`src/hdl/s2u_pkg.sv`:
```
package s2u_pkg;

   typedef enum logic [2:0] {
      PH_SPACE,
      PH_SIGNED,
      PH_ZERO_AUTO,
      PH_ZERO_FIXED,
      PH_DIGITS,
      PH_STOPPED
   } phase_type;

   typedef enum logic [1:0] {
      RADIX_2,
      RADIX_8,
      RADIX_10,
      RADIX_16
   } radix_type;

   typedef struct packed {
      phase_type   phase;
      logic        negative;
      radix_type   radix;
      logic [63:0] acc;
   } parse_state_type;

   localparam logic [7:0] CH_NUL     = 8'h00;
   localparam logic [7:0] CH_SPACE   = 8'h20;
   localparam logic [7:0] CH_TAB     = 8'h09;
   localparam logic [7:0] CH_CR      = 8'h0D;
   localparam logic [7:0] CH_ZERO    = 8'h30;
   localparam logic [7:0] CH_NINE    = 8'h39;
   localparam logic [7:0] CH_LOWER_A = 8'h61;
   localparam logic [7:0] CH_LOWER_F = 8'h66;
   localparam logic [7:0] CH_UPPER_A = 8'h41;
   localparam logic [7:0] CH_UPPER_F = 8'h46;
   localparam logic [7:0] CH_LOWER_X = 8'h78;
   localparam logic [7:0] CH_UPPER_X = 8'h58;
   localparam logic [7:0] CH_LOWER_B = 8'h62;
   localparam logic [7:0] CH_UPPER_B = 8'h42;
   localparam logic [7:0] CH_MINUS   = 8'h2D;
   localparam logic [7:0] CH_PLUS    = 8'h2B;

   localparam logic [4:0] MODE_AUTO = 5'd0;
   localparam logic [4:0] MODE_BIN  = 5'd2;
   localparam logic [4:0] MODE_OCT  = 5'd8;
   localparam logic [4:0] MODE_DEC  = 5'd10;
   localparam logic [4:0] MODE_HEX  = 5'd16;

   localparam logic [4:0] DIGIT_NONE = 5'd16;

   localparam parse_state_type STATE_CLEAR = '{
      phase:    PH_SPACE,
      negative: 1'b0,
      radix:    RADIX_2,
      acc:      64'd0
   };

   function automatic logic [4:0] digit_value(input logic [7:0] c);
      logic [4:0] d;
      d = DIGIT_NONE;
      if (c inside {[CH_ZERO:CH_NINE]}) begin
         d = 5'(c - CH_ZERO);
      end else if (c inside {[CH_LOWER_A:CH_LOWER_F]}) begin
         d = 5'(c - CH_LOWER_A) + 5'd10;
      end else if (c inside {[CH_UPPER_A:CH_UPPER_F]}) begin
         d = 5'(c - CH_UPPER_A) + 5'd10;
      end
      return d;
   endfunction

   function automatic logic [4:0] radix_value(input radix_type r);
      logic [4:0] v;
      case (r)
         RADIX_2:  v = MODE_BIN;
         RADIX_8:  v = MODE_OCT;
         RADIX_10: v = MODE_DEC;
         RADIX_16: v = MODE_HEX;
         default:  v = MODE_HEX;
      endcase
      return v;
   endfunction

endpackage

```
`src/hdl/s2u_step.sv`:
```
module s2u_step (
   input  s2u_pkg::parse_state_type cur,
   input  logic [7:0]               ch,
   input  logic [4:0]               radix_mode,
   output s2u_pkg::parse_state_type nxt,
   output logic                     is_end,
   output logic [63:0]              value
);

   logic                mode_auto;
   logic                mode_ok;
   s2u_pkg::radix_type  mode_radix;
   logic                first;
   logic                take;
   logic [4:0]          digit;
   logic [63:0]         scaled;
   s2u_pkg::parse_state_type upd;

   always_comb begin
      mode_auto  = (radix_mode == s2u_pkg::MODE_AUTO);
      mode_ok    = 1'b1;
      mode_radix = s2u_pkg::RADIX_2;
      case (radix_mode)
         s2u_pkg::MODE_BIN: mode_radix = s2u_pkg::RADIX_2;
         s2u_pkg::MODE_OCT: mode_radix = s2u_pkg::RADIX_8;
         s2u_pkg::MODE_DEC: mode_radix = s2u_pkg::RADIX_10;
         s2u_pkg::MODE_HEX: mode_radix = s2u_pkg::RADIX_16;
         default:           mode_ok    = 1'b0;
      endcase
   end

   // phase decode
   always_comb begin
      upd   = cur;
      first = 1'b0;
      take  = 1'b0;
      case (cur.phase)
         s2u_pkg::PH_SPACE: begin
            if (ch == s2u_pkg::CH_SPACE || ch inside {[s2u_pkg::CH_TAB:s2u_pkg::CH_CR]}) begin
               upd.phase = s2u_pkg::PH_SPACE;
            end else if (ch == s2u_pkg::CH_MINUS) begin
               upd.negative = 1'b1;
               upd.phase    = s2u_pkg::PH_SIGNED;
            end else if (ch == s2u_pkg::CH_PLUS) begin
               upd.phase = s2u_pkg::PH_SIGNED;
            end else begin
               first = 1'b1;
            end
         end
         s2u_pkg::PH_SIGNED: begin
            first = 1'b1;
         end
         s2u_pkg::PH_ZERO_AUTO: begin
            if (ch == s2u_pkg::CH_LOWER_X || ch == s2u_pkg::CH_UPPER_X) begin
               upd.radix = s2u_pkg::RADIX_16;
               upd.phase = s2u_pkg::PH_DIGITS;
            end else if (ch == s2u_pkg::CH_LOWER_B || ch == s2u_pkg::CH_UPPER_B) begin
               upd.radix = s2u_pkg::RADIX_2;
               upd.phase = s2u_pkg::PH_DIGITS;
            end else begin
               upd.radix = s2u_pkg::RADIX_8;
               take      = 1'b1;
            end
         end
         s2u_pkg::PH_ZERO_FIXED: begin
            if (cur.radix == s2u_pkg::RADIX_16 &&
                (ch == s2u_pkg::CH_LOWER_X || ch == s2u_pkg::CH_UPPER_X)) begin
               upd.phase = s2u_pkg::PH_DIGITS;
            end else if (cur.radix == s2u_pkg::RADIX_2 &&
                         (ch == s2u_pkg::CH_LOWER_B || ch == s2u_pkg::CH_UPPER_B)) begin
               upd.phase = s2u_pkg::PH_DIGITS;
            end else begin
               take = 1'b1;
            end
         end
         s2u_pkg::PH_DIGITS: begin
            take = 1'b1;
         end
         default: begin
            upd.phase = s2u_pkg::PH_STOPPED;
         end
      endcase

      // first character after blanks and sign latches the radix
      if (first) begin
         if (!mode_auto && !mode_ok) begin
            upd.phase = s2u_pkg::PH_STOPPED;
         end else if (ch == s2u_pkg::CH_ZERO) begin
            upd.radix = mode_auto ? s2u_pkg::RADIX_2 : mode_radix;
            upd.phase = mode_auto ? s2u_pkg::PH_ZERO_AUTO : s2u_pkg::PH_ZERO_FIXED;
         end else begin
            upd.radix = mode_auto ? s2u_pkg::RADIX_10 : mode_radix;
            take      = 1'b1;
         end
      end
   end

   // digit accumulate: multiply by the radix as shifts (and an add for radix 10)
   always_comb begin
      digit = s2u_pkg::digit_value(ch);
      case (upd.radix)
         s2u_pkg::RADIX_2:  scaled = {cur.acc[62:0], 1'b0};
         s2u_pkg::RADIX_8:  scaled = {cur.acc[60:0], 3'b000};
         s2u_pkg::RADIX_10: scaled = {cur.acc[60:0], 3'b000} + {cur.acc[62:0], 1'b0};
         s2u_pkg::RADIX_16: scaled = {cur.acc[59:0], 4'b0000};
         default:           scaled = {cur.acc[59:0], 4'b0000};
      endcase
   end

   always_comb begin
      is_end = (ch == s2u_pkg::CH_NUL);
      value  = cur.negative ? (64'd0 - cur.acc) : cur.acc;
      nxt    = upd;
      if (is_end) begin
         nxt = s2u_pkg::STATE_CLEAR;
      end else if (take) begin
         if (digit < s2u_pkg::radix_value(upd.radix)) begin
            nxt.acc   = scaled + {59'd0, digit};
            nxt.phase = s2u_pkg::PH_DIGITS;
         end else begin
            nxt.phase = s2u_pkg::PH_STOPPED;
         end
      end
   end

endmodule

```
`src/hdl/string_to_u64_radix_parser.sv`:
```
// Streaming ASCII-to-integer parser: one character beat per cycle, sustained.
// The result of a NUL beat passes through the input register and then the
// output register before it shows on rsp_*. Each beat goes into an input
// register and is folded into the parse state by one pass of shift-add logic;
// a NUL beat loads the 64-bit value into the output register and clears the
// parse state. Only a NUL beat can stall, and only while the previous result
// is still held unclaimed in the output register. radix_mode (csr_wdata) is
// sampled at the first character after blanks and sign.
module string_to_u64_radix_parser (
   input  logic        clock,
   input  logic        reset,
   input  logic        req_valid,
   output logic        req_ready,
   input  logic [7:0]  req_ch,
   output logic        rsp_valid,
   input  logic        rsp_ready,
   output logic [63:0] rsp_value,
   input  logic        csr_we,
   input  logic [4:0]  csr_wdata
);

   logic                     in_valid_ff;
   logic [7:0]               in_ch_ff;
   logic [4:0]               radix_mode_ff;
   s2u_pkg::parse_state_type state_ff;
   s2u_pkg::parse_state_type state_in;
   logic                     rsp_valid_ff;
   logic [63:0]              rsp_value_ff;
   logic                     is_end;
   logic [63:0]              end_value;
   logic                     step_fire;

   s2u_step u_step (
      .cur        (state_ff),
      .ch         (in_ch_ff),
      .radix_mode (radix_mode_ff),
      .nxt        (state_in),
      .is_end     (is_end),
      .value      (end_value)
   );

   // a NUL beat needs a free output slot; anything else always advances
   assign step_fire = in_valid_ff && (!is_end || !rsp_valid_ff || rsp_ready);
   assign req_ready = !in_valid_ff || step_fire;
   assign rsp_valid = rsp_valid_ff;
   assign rsp_value = rsp_value_ff;

   always_ff @(posedge clock) begin
      if (reset) begin
         radix_mode_ff <= s2u_pkg::MODE_AUTO;
      end else if (csr_we) begin
         radix_mode_ff <= csr_wdata;
      end
   end

   always_ff @(posedge clock) begin
      if (reset) begin
         in_valid_ff <= 1'b0;
      end else if (req_ready) begin
         in_valid_ff <= req_valid;
      end
   end

   always_ff @(posedge clock) begin
      if (req_ready && req_valid) begin
         in_ch_ff <= req_ch;
      end
   end

   always_ff @(posedge clock) begin
      if (reset) begin
         state_ff <= s2u_pkg::STATE_CLEAR;
      end else if (step_fire) begin
         state_ff <= state_in;
      end
   end

   always_ff @(posedge clock) begin
      if (reset) begin
         rsp_valid_ff <= 1'b0;
      end else if (step_fire && is_end) begin
         rsp_valid_ff <= 1'b1;
      end else if (rsp_ready) begin
         rsp_valid_ff <= 1'b0;
      end
   end

   always_ff @(posedge clock) begin
      if (step_fire && is_end) begin
         rsp_value_ff <= end_value;
      end
   end

   a_stall_only_on_held_result : assert property (@(posedge clock) disable iff (reset)
      !req_ready |-> (in_valid_ff && is_end && rsp_valid_ff && !rsp_ready))
      else $error("input stalled without a held result");

   a_end_clears_state : assert property (@(posedge clock) disable iff (reset)
      (step_fire && is_end) |=> (rsp_valid_ff && state_ff.phase == s2u_pkg::PH_SPACE &&
                                 !state_ff.negative && state_ff.acc == 64'd0))
      else $error("string end did not post result and clear state");

   a_space_is_clean : assert property (@(posedge clock) disable iff (reset)
      (state_ff.phase == s2u_pkg::PH_SPACE) |-> (!state_ff.negative && state_ff.acc == 64'd0))
      else $error("blank phase with leftover sign or value");

endmodule

```
`config.mk`:
```
export PLATFORM = sky130hd
export DESIGN_NAME = string_to_u64_radix_parser
export DESIGN_NICKNAME = d
export VERILOG_FILES = /design/src/hdl/s2u_pkg.sv /design/src/hdl/s2u_step.sv /design/src/hdl/string_to_u64_radix_parser.sv
export SDC_FILE = /design/constraint.sdc
export NUM_CORES = 1
export LEC_CHECK = 0
export BUFFER_PORTS_ARGS = -buffer_cell sky130_fd_sc_hd__buf_2
export CAP_MARGIN = 20
export CORE_ASPECT_RATIO = 1.25
export CORE_MARGIN = 5
export CORE_UTILIZATION = 25
export CTS_CLUSTER_DIAMETER = 100
export CTS_CLUSTER_SIZE = 12
export DETAILED_ROUTE_END_ITERATION = 12
export RECOVER_POWER = 25
export SETUP_SLACK_MARGIN = 0.3
export SLEW_MARGIN = 20
export SYNTH_ARGS = -nofsm -noshare
export SYNTH_HDL_FRONTEND = slang
export SYNTH_SLANG_ARGS = --single-unit
export TNS_END_PERCENT = 20
```
`constraint.sdc`:
```
create_clock -name clock -period 8.9 [get_ports clock]
set_input_delay 1.335 -clock clock [delete_from_list [all_inputs] [get_ports clock]]
set_output_delay 1.335 -clock clock [all_outputs]
set_load 0.005 [all_outputs]
```
==> results of run 1 <==
## through the flow
stage                     cells  util, %
after floorplan            1934        -
after global routing       2672     27.8
after detailed placement   2640     26.8
after global placement     2640     26.8
after CTS                  2672     27.9
final                      2673     27.8
## flip-flops by register name, indices dropped and copies added, names as in the netlist
name / flops
in_ch_ff: 8
in_valid_ff: 1
radix_mode_ff: 5
rsp_valid: 1
rsp_value: 64
state_ff: 70
## power breakdown
part / internal (W) / switching [W] / leakage (nW)
logic: 0.000204 / 0.000378 / 4.09
clock network: 0.000513 / 0.000286 / 0.310
registers: 0.000723 / 0.0000213 / 1.29
## critical path, delay by kind of cell, from the launching register on
family                     cells  cell delay [ns]
muxes                          1             0.24
buffers and inverters          2             0.54
AOI/OAI and AO/OA              6             0.86
DFF                            1             0.46
and+or+nand+nor               14             4.11
adders and majority gates      2             0.82
## routing by layer
layer | global-route usage [%] | share of wire, %
met1 | 16.3 | 38
met2 | 28.6 | 52
met3 | 2.07 | 4.4
met4 | 8.30 | 5.8
met5 | 0 | 0
## worst paths after layout
| kind | slack (ns) | depth (start not counted) | to | start |
|---|---|---|---|---|
| worst max-delay path | 1.70 | 25 | state_ff[63]$_SDFFE_PP0P_ | in_ch_ff[6]$_DFFE_PP_ |
| worst min-delay path | 0.51 | 2 | radix_mode_ff[0]$_SDFFE_PP0P_ | radix_mode_ff[0]$_SDFFE_PP0P_ |
| worst max register to register | 1.70 | 25 | state_ff[63]$_SDFFE_PP0P_ | in_ch_ff[6]$_DFFE_PP_ |
| worst min register to register | 0.51 | 2 | radix_mode_ff[0]$_SDFFE_PP0P_ | radix_mode_ff[0]$_SDFFE_PP0P_ |
## cells by family after synthesis
logic type | count (synthesis) | synth area share [%]
adders and majority gates | 77 | 6.63
buffers and inverters | 202 | 5.37
xor gates and xnor gates | 130 | 7.72
AOI/OAI and AO/OA | 596 | 26.9
muxes | 29 | 1.99
DFF | 149 | 25.1
and+or+nand+nor | 751 | 26.3
## cell usage in the layout, fill, tap and decap left out, drive strengths merged, types with 17 or more instances in the layout
master	n
a21o	17
o211ai	21
clkbuf	45
or4	18
nand2b	32
nor3	67
dfxtp	77
nor2	158
inv	52
o21a	18
ha	75
or3	25
buf	77
nand4	47
a211oi	20
a31oi	28
o31ai	28
mux2i	26
a21oi	158
nand3	44
nand2	220
and2	17
a221o	30
a221oi	27
edfxtp	72
xnor2	92
xor2	38
nor4	34
o21ai	130
nand3b	19
## final cells by class
type | count | area, um2 | area share, %
tap | 757 | 947 | 5.82
clock buffer | 24 | 472 | 2.90
sequential | 149 | 3700 | 22.8
timing repair buffer | 98 | 497 | 3.05
inverter | 53 | 199 | 1.22
clock inverter | 8 | 171 | 1.05
multi-input combinational | 1583 | 10300 | 63.2
antenna | 1 | 2.50 | 0.0154
==> results.sh, run 1 <==
export IMPL_period_share_pct=81.0
export IMPL_cts_sinks=149
export IMPL_cts_htree_levels=4
export IMPL_criticalPathCategory="reg2reg"
export IMPL_clk_latency_ns=0.44
export IMPL_cts_root_buf="clkbuf_16"
export IMPL_antenna_found_initial=0
export IMPL_worst_slew_pin_slew_ns=2.46
export IMPL_yosysMostFrequentCell="nand2_1"
export IMPL_dp_hpwl_um=39500
export IMPL_drt_wirelength_per_cell_um=19.0
export IMPL_die_w_um=227
export IMPL_place_area_um2=15700
export IMPL_finalWorstSetupSlack_ns=1.70
export IMPL_syn_area_um2=14800
export IMPL_worstSetupStartpointType="flip-flop"
export IMPL_cp_max_fo=34
export IMPL_cp_arrival_ns=7.52
export IMPL_cts_reportedPaths_clkPinSlew_ns=0.06
export IMPL_avgSynthCellArea_um2=7.63
export IMPL_grt_pass1_vias=14900
export IMPL_rows=99
export IMPL_clock_skew_ns=0.0210
export IMPL_cts_buffers=17
export IMPL_drive_above_1_share_pct=8.30
export IMPL_rsz0062_at_grt="false"
export IMPL_whs_ns=0.506
export IMPL_max_slew_margin_rel_pct=-63.9
export IMPL_clockBufferDepth=2
export IMPL_synthArstFlopShare_pct=0
export IMPL_crit_required_ns=9.22
export IMPL_via_count=15100
export IMPL_ant_nets=0
export IMPL_slew_viol_final=114
export IMPL_endpoint_kind="flip-flop"
export IMPL_cap_violations=2
export IMPL_synth_edf_count=72
export IMPL_cts_resized=0
export IMPL_wirelength_um=50700
export IMPL_grtUsageTotal_pct=15.2
export IMPL_overflow=0
export IMPL_failed_checks="max-capacitance violations, max-slew violations"
export IMPL_ys_seq_elements=149
export IMPL_portBuffers=83
export IMPL_p_total_w=0.00213
export IMPL_core_area_um2=58500
export IMPL_die_area_um2=64000
export IMPL_final_cell_area_um2=16300
export IMPL_cts_tree="built"
export IMPL_min_period_ns=7.20
export IMPL_fmax_ghz=0.139
export IMPL_fin_setup_tns_ns=0
export IMPL_synth_area_top_cells="edfxtp_1 (15%), dfxtp_1 (10%), ha_1 (6.4%)"
export IMPL_synthTopCellsByCount="nand2_1 (219), a21oi_1 (158), nor2_1 (157)"
export IMPL_grt_pass1_wl_um=78800
export IMPL_hp_class="reg2reg"
export IMPL_synth_warning_count=0
export IMPL_holdBufCountCts=0
export IMPL_grt_max_degree=63
export IMPL_drcViolationCount=0
export IMPL_synthFlopType="dfxtp_1"
export IMPL_p_leak_nw=5.69
export IMPL_status="complete, but fails checks"
export IMPL_vias_per_cell=5.66
export IMPL_synth_top_cell_by_area="edfxtp_1"
export IMPL_syn_to_final_growth_pct=10.3
export IMPL_place_congestion=0.988
export IMPL_drt_iter0_markers=1188
export IMPL_vdd_drop_max_uv=108
export IMPL_cts_setup_buffers=0
export IMPL_slowest_stage="nor4_2"
export IMPL_finalSetupViolations=0
export IMPL_drtPass1Iterations=5
export IMPL_die_h_um=282
export IMPL_fin_nets=1997
export IMPL_max_stage_delay_ns=0.65
export IMPL_dpl_worst_slack_ns=1.82
export IMPL_yosysSeqAreaShare_pct=25.1
export IMPL_synthCells=1934
export IMPL_power_density_nw_per_um2=131
export IMPL_hold_viol_final=0
export IMPL_initial_utilization_pct=25.2
export IMPL_synth_top_cell_area_share_pct=14.7
export IMPL_fillers=6368
export IMPL_synth_fp_nets=2029
export IMPL_design_portCount=84
export IMPL_synth_cell_types=98
Note: power is estimated with default switching activity, not from simulation.
==> inputs of run 2 (changes only) <==
==> constraint.sdc (replaced) <==
create_clock -name clock -period 6.1 [get_ports clock]
set_input_delay 0.915 -clock clock [delete_from_list [all_inputs] [get_ports clock]]
set_output_delay 0.915 -clock clock [all_outputs]
set_load 0.005 [all_outputs]
==> run 2 against run 1 <==
- the flow still finishes with violations (max-capacitance violations, max-slew violations)
- first-iteration DRC count decreased by 3.8%
- flip-flop and latch count unchanged
- die area unchanged
- via count grew 2.3%
- setup slack got worse by 1.2 ns
- utilization up 1.2 points
- non-clock buffer count rose by 70
- combinational power is 65% higher
- routed wire length rose by 6.1%
- global-route usage increased by 0.90 points
==> results.sh, run 2 (synthesis gave the netlist of run 1 again) <==
export IMPL_max_stage_delay_ns=0.48
export IMPL_grt_pass1_wl_um=83100
export IMPL_cp_max_fo=25
export IMPL_cp_arrival_ns=5.96
export IMPL_r2r_end="state_ff[63]$_SDFFE_PP0P_"
export IMPL_min_from="radix_mode_ff[0]$_SDFFE_PP0P_"
export IMPL_grt_max_degree=63
export IMPL_top_register="state_ff"
export IMPL_rr_worst_depth=23
export IMPL_status="complete, but fails checks"
export IMPL_drtPass1Iterations=6
export IMPL_worst_slew_pin_slew_ns=2.55
export IMPL_antenna_found_initial=0
export IMPL_rsz0062_at_grt="true"
export IMPL_drcViolationCount=0
export IMPL_power_density_nw_per_um2=181
export IMPL_criticalPathCategory="reg2reg"
export IMPL_initial_utilization_pct=25.2
export IMPL_dp_hpwl_um=42000
export IMPL_crit_chain="or3b_4, or3_1, or4_1, nor2_2, nor3_1, a31oi_1, nand3b_1, o21ai_4, inv_2, ha_4, buf_4, buf_12, a221o_1, nor2_1, a221oi_1, o211a_1, o2111ai_4, nor4_4, nand4_4, buf_4, nor4_4, mux2i_1, nand2_1"
export IMPL_endpoint_kind="flip-flop"
export IMPL_fin_nets=2067
export IMPL_hold_depth=2
export IMPL_design_portCount=84
export IMPL_rows=99
export IMPL_ant_nets=0
export IMPL_fmax_ghz=0.177
export IMPL_vdd_drop_max_uv=184
export IMPL_fillers=6304
export IMPL_portBuffers=83
export IMPL_cts_htree_levels=4
export IMPL_hold_viol_final=0
export IMPL_slew_viol_final=114
export IMPL_crit_required_ns=6.43
export IMPL_fin_setup_tns_ns=0
export IMPL_final_cell_mix="nand2_1 (219), a21oi_1 (157), nor2_1 (154), o21ai_0 (118), xnor2_1 (92)"
export IMPL_vias_per_cell=5.64
export IMPL_r2r_start="in_ch_ff[7]$_DFFE_PP_"
export IMPL_place_area_um2=16100
export IMPL_wirelength_um=53800
export IMPL_via_count=15500
export IMPL_crit_path_start="in_ch_ff[7]$_DFFE_PP_"
export IMPL_grt_pass1_vias=15100
export IMPL_overflow=0
export IMPL_failed_checks="max-capacitance violations, max-slew violations"
export IMPL_place_congestion=0.964
export IMPL_p_leak_nw=6.04
export IMPL_final_cell_area_um2=17000
export IMPL_mostFrequentLayoutCell="nand2_1"
export IMPL_grtUsageTotal_pct=16.1
export IMPL_die_w_um=227
export IMPL_cts_buffers=17
export IMPL_hp_class="reg2reg"
export IMPL_cts_sinks=149
export IMPL_largest_reg_flops=70
export IMPL_cts_reportedPaths_clkPinSlew_ns=0.07
export IMPL_min_period_ns=5.64
export IMPL_drt_iter0_markers=1143
export IMPL_die_h_um=282
export IMPL_worstHoldEndpoint="radix_mode_ff[0]$_SDFFE_PP0P_"
export IMPL_ff2ff_setup_slack_ns=0.46
export IMPL_clock_skew_ns=0.00980
export IMPL_core_area_um2=58500
export IMPL_drt_wirelength_per_cell_um=19.6
export IMPL_syn_to_final_growth_pct=15.2
export IMPL_die_area_um2=64000
export IMPL_max_slew_margin_rel_pct=-70.0
export IMPL_cap_violations=2
export IMPL_cts_tree="built"
export IMPL_cts_root_buf="clkbuf_16"
export IMPL_period_share_pct=92.4
export IMPL_slowest_stage="nor4_4"
export IMPL_clockBufferDepth=2
export IMPL_finalSetupViolations=0
export IMPL_worstSetupStartpointType="flip-flop"
export IMPL_drive_above_1_share_pct=12.6
export IMPL_clk_latency_ns=0.44
[run 2: cell types whose count changed in the layout (fill, tap and decap cells not counted), sizes merged]
cell	change
inv	+6
buf	+55
clkbuf	+13
bufinv	-5
clkinv	-2
clkinvlp	+3
[run 2: metrics by stage]
| stage | hold WS (ns) | total power, W | setup slack, ns | utilization [%] | instances |
|---|---|---|---|---|---|
| after floorplan | 0.461 | 0.00175 | -0.316 | - | 1934 |
| after global placement | 0.483 | 0.00197 | 0.322 | 27.5 | 2684 |
| after detailed placement | 0.505 | 0.00198 | 0.221 | 27.5 | 2684 |
| after CTS | 0.520 | 0.00302 | 0.310 | 28.5 | 2718 |
| after global routing | 0.552 | 0.00322 | 0.142 | 29.1 | 2742 |
| final | 0.508 | 0.00307 | 0.464 | 29.1 | 2743 |
[run 2: layer usage]
layer	routed length [um]	global-route usage (%)	up-vias	share of wire (%)
li1	-	-	7338	-
met1	20700	17.9	7399	38
met2	27800	29.5	566	52
met3	2090	1.92	176	3.9
met4	3300	9.08	0	6.1
met5	0	0	-	0
[run 2: how the worst max path moves through the flow]
stage	slack (ns)	cells after the start	to
floorplan	-0.32	34	state_ff[59]$_SDFFE_PP0P_
global placement	0.32	23	state_ff[59]$_SDFFE_PP0P_
detailed placement	0.22	23	state_ff[59]$_SDFFE_PP0P_
CTS	0.31	23	state_ff[58]$_SDFFE_PP0P_
global route	0.14	23	state_ff[63]$_SDFFE_PP0P_
finish	0.46	23	state_ff[63]$_SDFFE_PP0P_
[run 2: area by class of cell]
type,count,area [um2],share of cell area [%]
diodes,1,2.50,0.0147
clock buffers,22,497,2.92
clock inverters,10,81.3,0.479
inverters,53,199,1.17
multi-input cells,1583,10500,61.8
flip-flops and latches,149,3700,21.8
well taps,757,947,5.57
repair buffers,168,1060,6.22
[run 2: worst max-delay path, delay by kind of cell, from the launching register on]
kind                       cells  cell delay [ns]
AOI/OAI and AO/OA              6             1.25
adders and majority gates      1             0.18
muxes                          1             0.23
buffers and inverters          4             0.70
DFF                            1             0.44
and+or+nand+nor               11             2.68
[run 2: what timing repair did]
action | 4_1_cts | 5_1_grt
gates resized for setup | 3 | 44
buffers inserted | 2 | 24
pin swaps | 1 | 17
setup endpoints to repair | 6 | 33
hold buffers | 0 | 0
[run 2: power breakdown]
part           leakage (nW)  switching (W)  total, W  internal [W]
registers              1.29      0.0000272   0.00108       0.00106
logic                  4.48       0.000597  0.000960      0.000363
clock network         0.275       0.000440   0.00103      0.000587
==> inputs of run 3 (changes only) <==
==> constraint.sdc (replaced) <==
create_clock -name clock -period 5.1 [get_ports clock]
set_input_delay 0.765 -clock clock [delete_from_list [all_inputs] [get_ports clock]]
set_output_delay 0.765 -clock clock [all_outputs]
set_load 0.005 [all_outputs]
==> run 3 against run 2 <==
- the flow finishes with violations (max-capacitance violations, max-slew violations, negative setup slack)
- via count up 5.2%
- total power rose by 26%
- flip-flop and latch count stayed put
- critical path type unchanged
==> results.sh, run 3 (synthesis gave the netlist of run 1 again) <==
export IMPL_drt_met1_wl_um=22000
export IMPL_finalWorstSetupSlack_ns=-0.236
export IMPL_hold_viol_final=0
export IMPL_place_congestion=0.961
export IMPL_met3_length_um=2260
export IMPL_max_stage_delay_ns=0.45
export IMPL_design_portCount=84
export IMPL_dpl_worst_slack_ns=-0.482
export IMPL_hold_depth=1
export IMPL_grt_pass1_wl_um=88600
export IMPL_grtUsageTotal_pct=17.4
export IMPL_syn_to_final_growth_pct=26.4
export IMPL_highest_layer="met4"
export IMPL_core_area_um2=58500
export IMPL_cp_max_fo=3
export IMPL_grt_pass1_vias=15900
export IMPL_drt_iter0_markers=1338
export IMPL_holdBufCountCts=0
export IMPL_cts_buffers=17
export IMPL_clockBufferDepth=2
export IMPL_endpoint_kind="flip-flop"
export IMPL_min_period_ns=5.34
export IMPL_status="complete, but fails checks"
export IMPL_rows=99
export IMPL_die_w_um=227
export IMPL_worstHoldEndpoint="in_ch_ff[2]$_DFFE_PP_"
export IMPL_vdd_drop_max_uv=150
export IMPL_die_area_um2=64000
export IMPL_worst_slew_pin_slew_ns=2.56
export IMPL_switchingPower_w=0.00134
export IMPL_drt_wirelength_per_cell_um=20.1
export IMPL_worstSetupStartpointType="flip-flop"
export IMPL_slew_viol_final=63
export IMPL_fin_nets=2241
export IMPL_min_from="req_ch[2]"
export IMPL_top_register="state_ff"
export IMPL_met2_length_um=29800
export IMPL_p_leak_nw=7.09
export IMPL_largest_reg_flops=70
export IMPL_fmax_ghz=0.187
export IMPL_rr_worst_depth=28
export IMPL_max_slew_margin_rel_pct=-70.5
export IMPL_ff2ff_setup_slack_ns=-0.24
export IMPL_p_int_w=0.00254
export IMPL_cts_htree_levels=4
export IMPL_dp_cells=2836
export IMPL_initial_utilization_pct=25.2
export IMPL_cts_tree="built"
export IMPL_overflow=0
export IMPL_antenna_found_initial=0
export IMPL_cp_arrival_ns=5.66
export IMPL_criticalPathCategory="reg2reg"
export IMPL_cts_sinks=149
export IMPL_p_sw_share_pct=34.4
export IMPL_r2r_start="in_ch_ff[6]$_DFFE_PP_"
export IMPL_drive_above_1_share_pct=21.6
export IMPL_cap_violations=1
export IMPL_layout_cells_non_filler=2916
export IMPL_p_total_w=0.00388
export IMPL_grt_max_degree=63
export IMPL_via_count=16300
export IMPL_wirelength_um=58600
export IMPL_diodes=0
export IMPL_power_density_nw_per_um2=208
export IMPL_clock_skew_ns=0.0138
export IMPL_power_frac_comb_pct=35.3
export IMPL_final_cell_mix="buf_4 (238), nand2_1 (218), a21oi_1 (155), nor2_1 (151), o21ai_0 (111)"
export IMPL_drtPass1Iterations=9
export IMPL_dp_hpwl_um=45200
export IMPL_drcViolationCount=0
export IMPL_vias_per_cell=5.58
export IMPL_cts_root_buf="clkbuf_16"
export IMPL_r2r_end="state_ff[63]$_SDFFE_PP0P_"
export IMPL_rsz0062_at_grt="true"
export IMPL_cts_reportedPaths_clkPinSlew_ns=0.07
export IMPL_crit_required_ns=5.43
export IMPL_slowest_stage="or4_4"
export IMPL_portBuffers=83
export IMPL_power_frac_seq_pct=33.2
export IMPL_failed_checks="max-capacitance violations, max-slew violations, negative setup slack"
export IMPL_mostFrequentLayoutCell="buf_4"
export IMPL_hp_class="in2reg"
export IMPL_die_h_um=282
export IMPL_ant_nets=0
export IMPL_finalSetupViolations=23
export IMPL_period_share_pct=105
export IMPL_clk_latency_ns=0.44
export IMPL_pwr_share_clk_pct=31.5
export IMPL_fillers=6186
[run 3: cell types whose count changed in the layout (fill, tap and decap cells not counted), moves of 7 or more]
| cell | before | now |
|---|---|---|
| buf_2 | 50 | 57 |
| o21ai_0 | 118 | 111 |
| clkbuf_1 | 37 | 30 |
| nor4_1 | 25 | 18 |
| buf_6 | 2 | 12 |
| buf_4 | 76 | 238 |
| o21ai_1 | 8 | 15 |
[run 3: area by class of cell]
type                    count  area [um2]  area share (%)
multi-input cells        1583       10800            57.7
clock inverters             7        46.3           0.248
well taps                 757         947            5.08
clock buffers              25         510            2.74
inverters                  53         200            1.07
flip-flops and latches    149        3700            19.9
repair buffers            342        2490            13.3
[run 3: worst max-delay path: cells and delay by family, from the launching register on]
kind                     cells  cell delay, ns
buffers and inverters        5            0.75
multiplexers                 1            0.22
AO/OA/AOI/OAI                6            0.63
flip-flops                   1            0.39
adder cells (fa/ha/maj)      2            0.49
AND/OR/NAND/NOR             14            2.72
[run 3: metal layers]
metal  track usage (%)  vias up
met5                 0        -
met3              2.01      193
met1              18.9     7841
met2              31.6      581
met4              11.3        0
li1                  -     7670
[run 3: worst max path at each step]
stage,start,slack [ns],endpoint
global placement,in_ch_ff[6]$_DFFE_PP_,-0.35,state_ff[58]$_SDFFE_PP0P_
detailed placement,in_ch_ff[6]$_DFFE_PP_,-0.48,state_ff[58]$_SDFFE_PP0P_
global route,in_ch_ff[6]$_DFFE_PP_,-0.52,state_ff[63]$_SDFFE_PP0P_
CTS,in_ch_ff[6]$_DFFE_PP_,-0.14,state_ff[63]$_SDFFE_PP0P_
floorplan,in_ch_ff[6]$_DFFE_PP_,-1.32,state_ff[59]$_SDFFE_PP0P_
finish,in_ch_ff[6]$_DFFE_PP_,-0.24,state_ff[63]$_SDFFE_PP0P_
[run 3: timing repair]
action,CTS,global route
buffers inserted,34,12
pin swaps,13,20
endpoints found under the setup margin,47,65
resized for setup,47,63
cloned,1,1
[run 3: power groups by stage]
| stage | clock network, W | registers, W | logic [W] |
|---|---|---|---|
| floorplan | 0 | 0.00130 | 0.000798 |
| global placement | 0 | 0.00131 | 0.00123 |
| detailed placement | 0 | 0.00131 | 0.00124 |
| CTS | 0.00124 | 0.00128 | 0.00128 |
| global route | 0.00130 | 0.00129 | 0.00147 |
| finish | 0.00122 | 0.00129 | 0.00137 |
[run 3: stage by stage]
stage | TNS, ns | area (um2) | hold WS (ns) | utilization (%)
after floorplan | -38.00 | 14900 | 0.461 | -
after global placement | -4.32 | 17200 | 0.483 | 29.5
after detailed placement | -7.30 | 17200 | 0.497 | 29.5
after CTS | -1.27 | 18300 | 0.479 | 31.3
after global routing | -13.46 | 18600 | 0.480 | 31.9
final | -2.94 | 18600 | 0.492 | 31.9
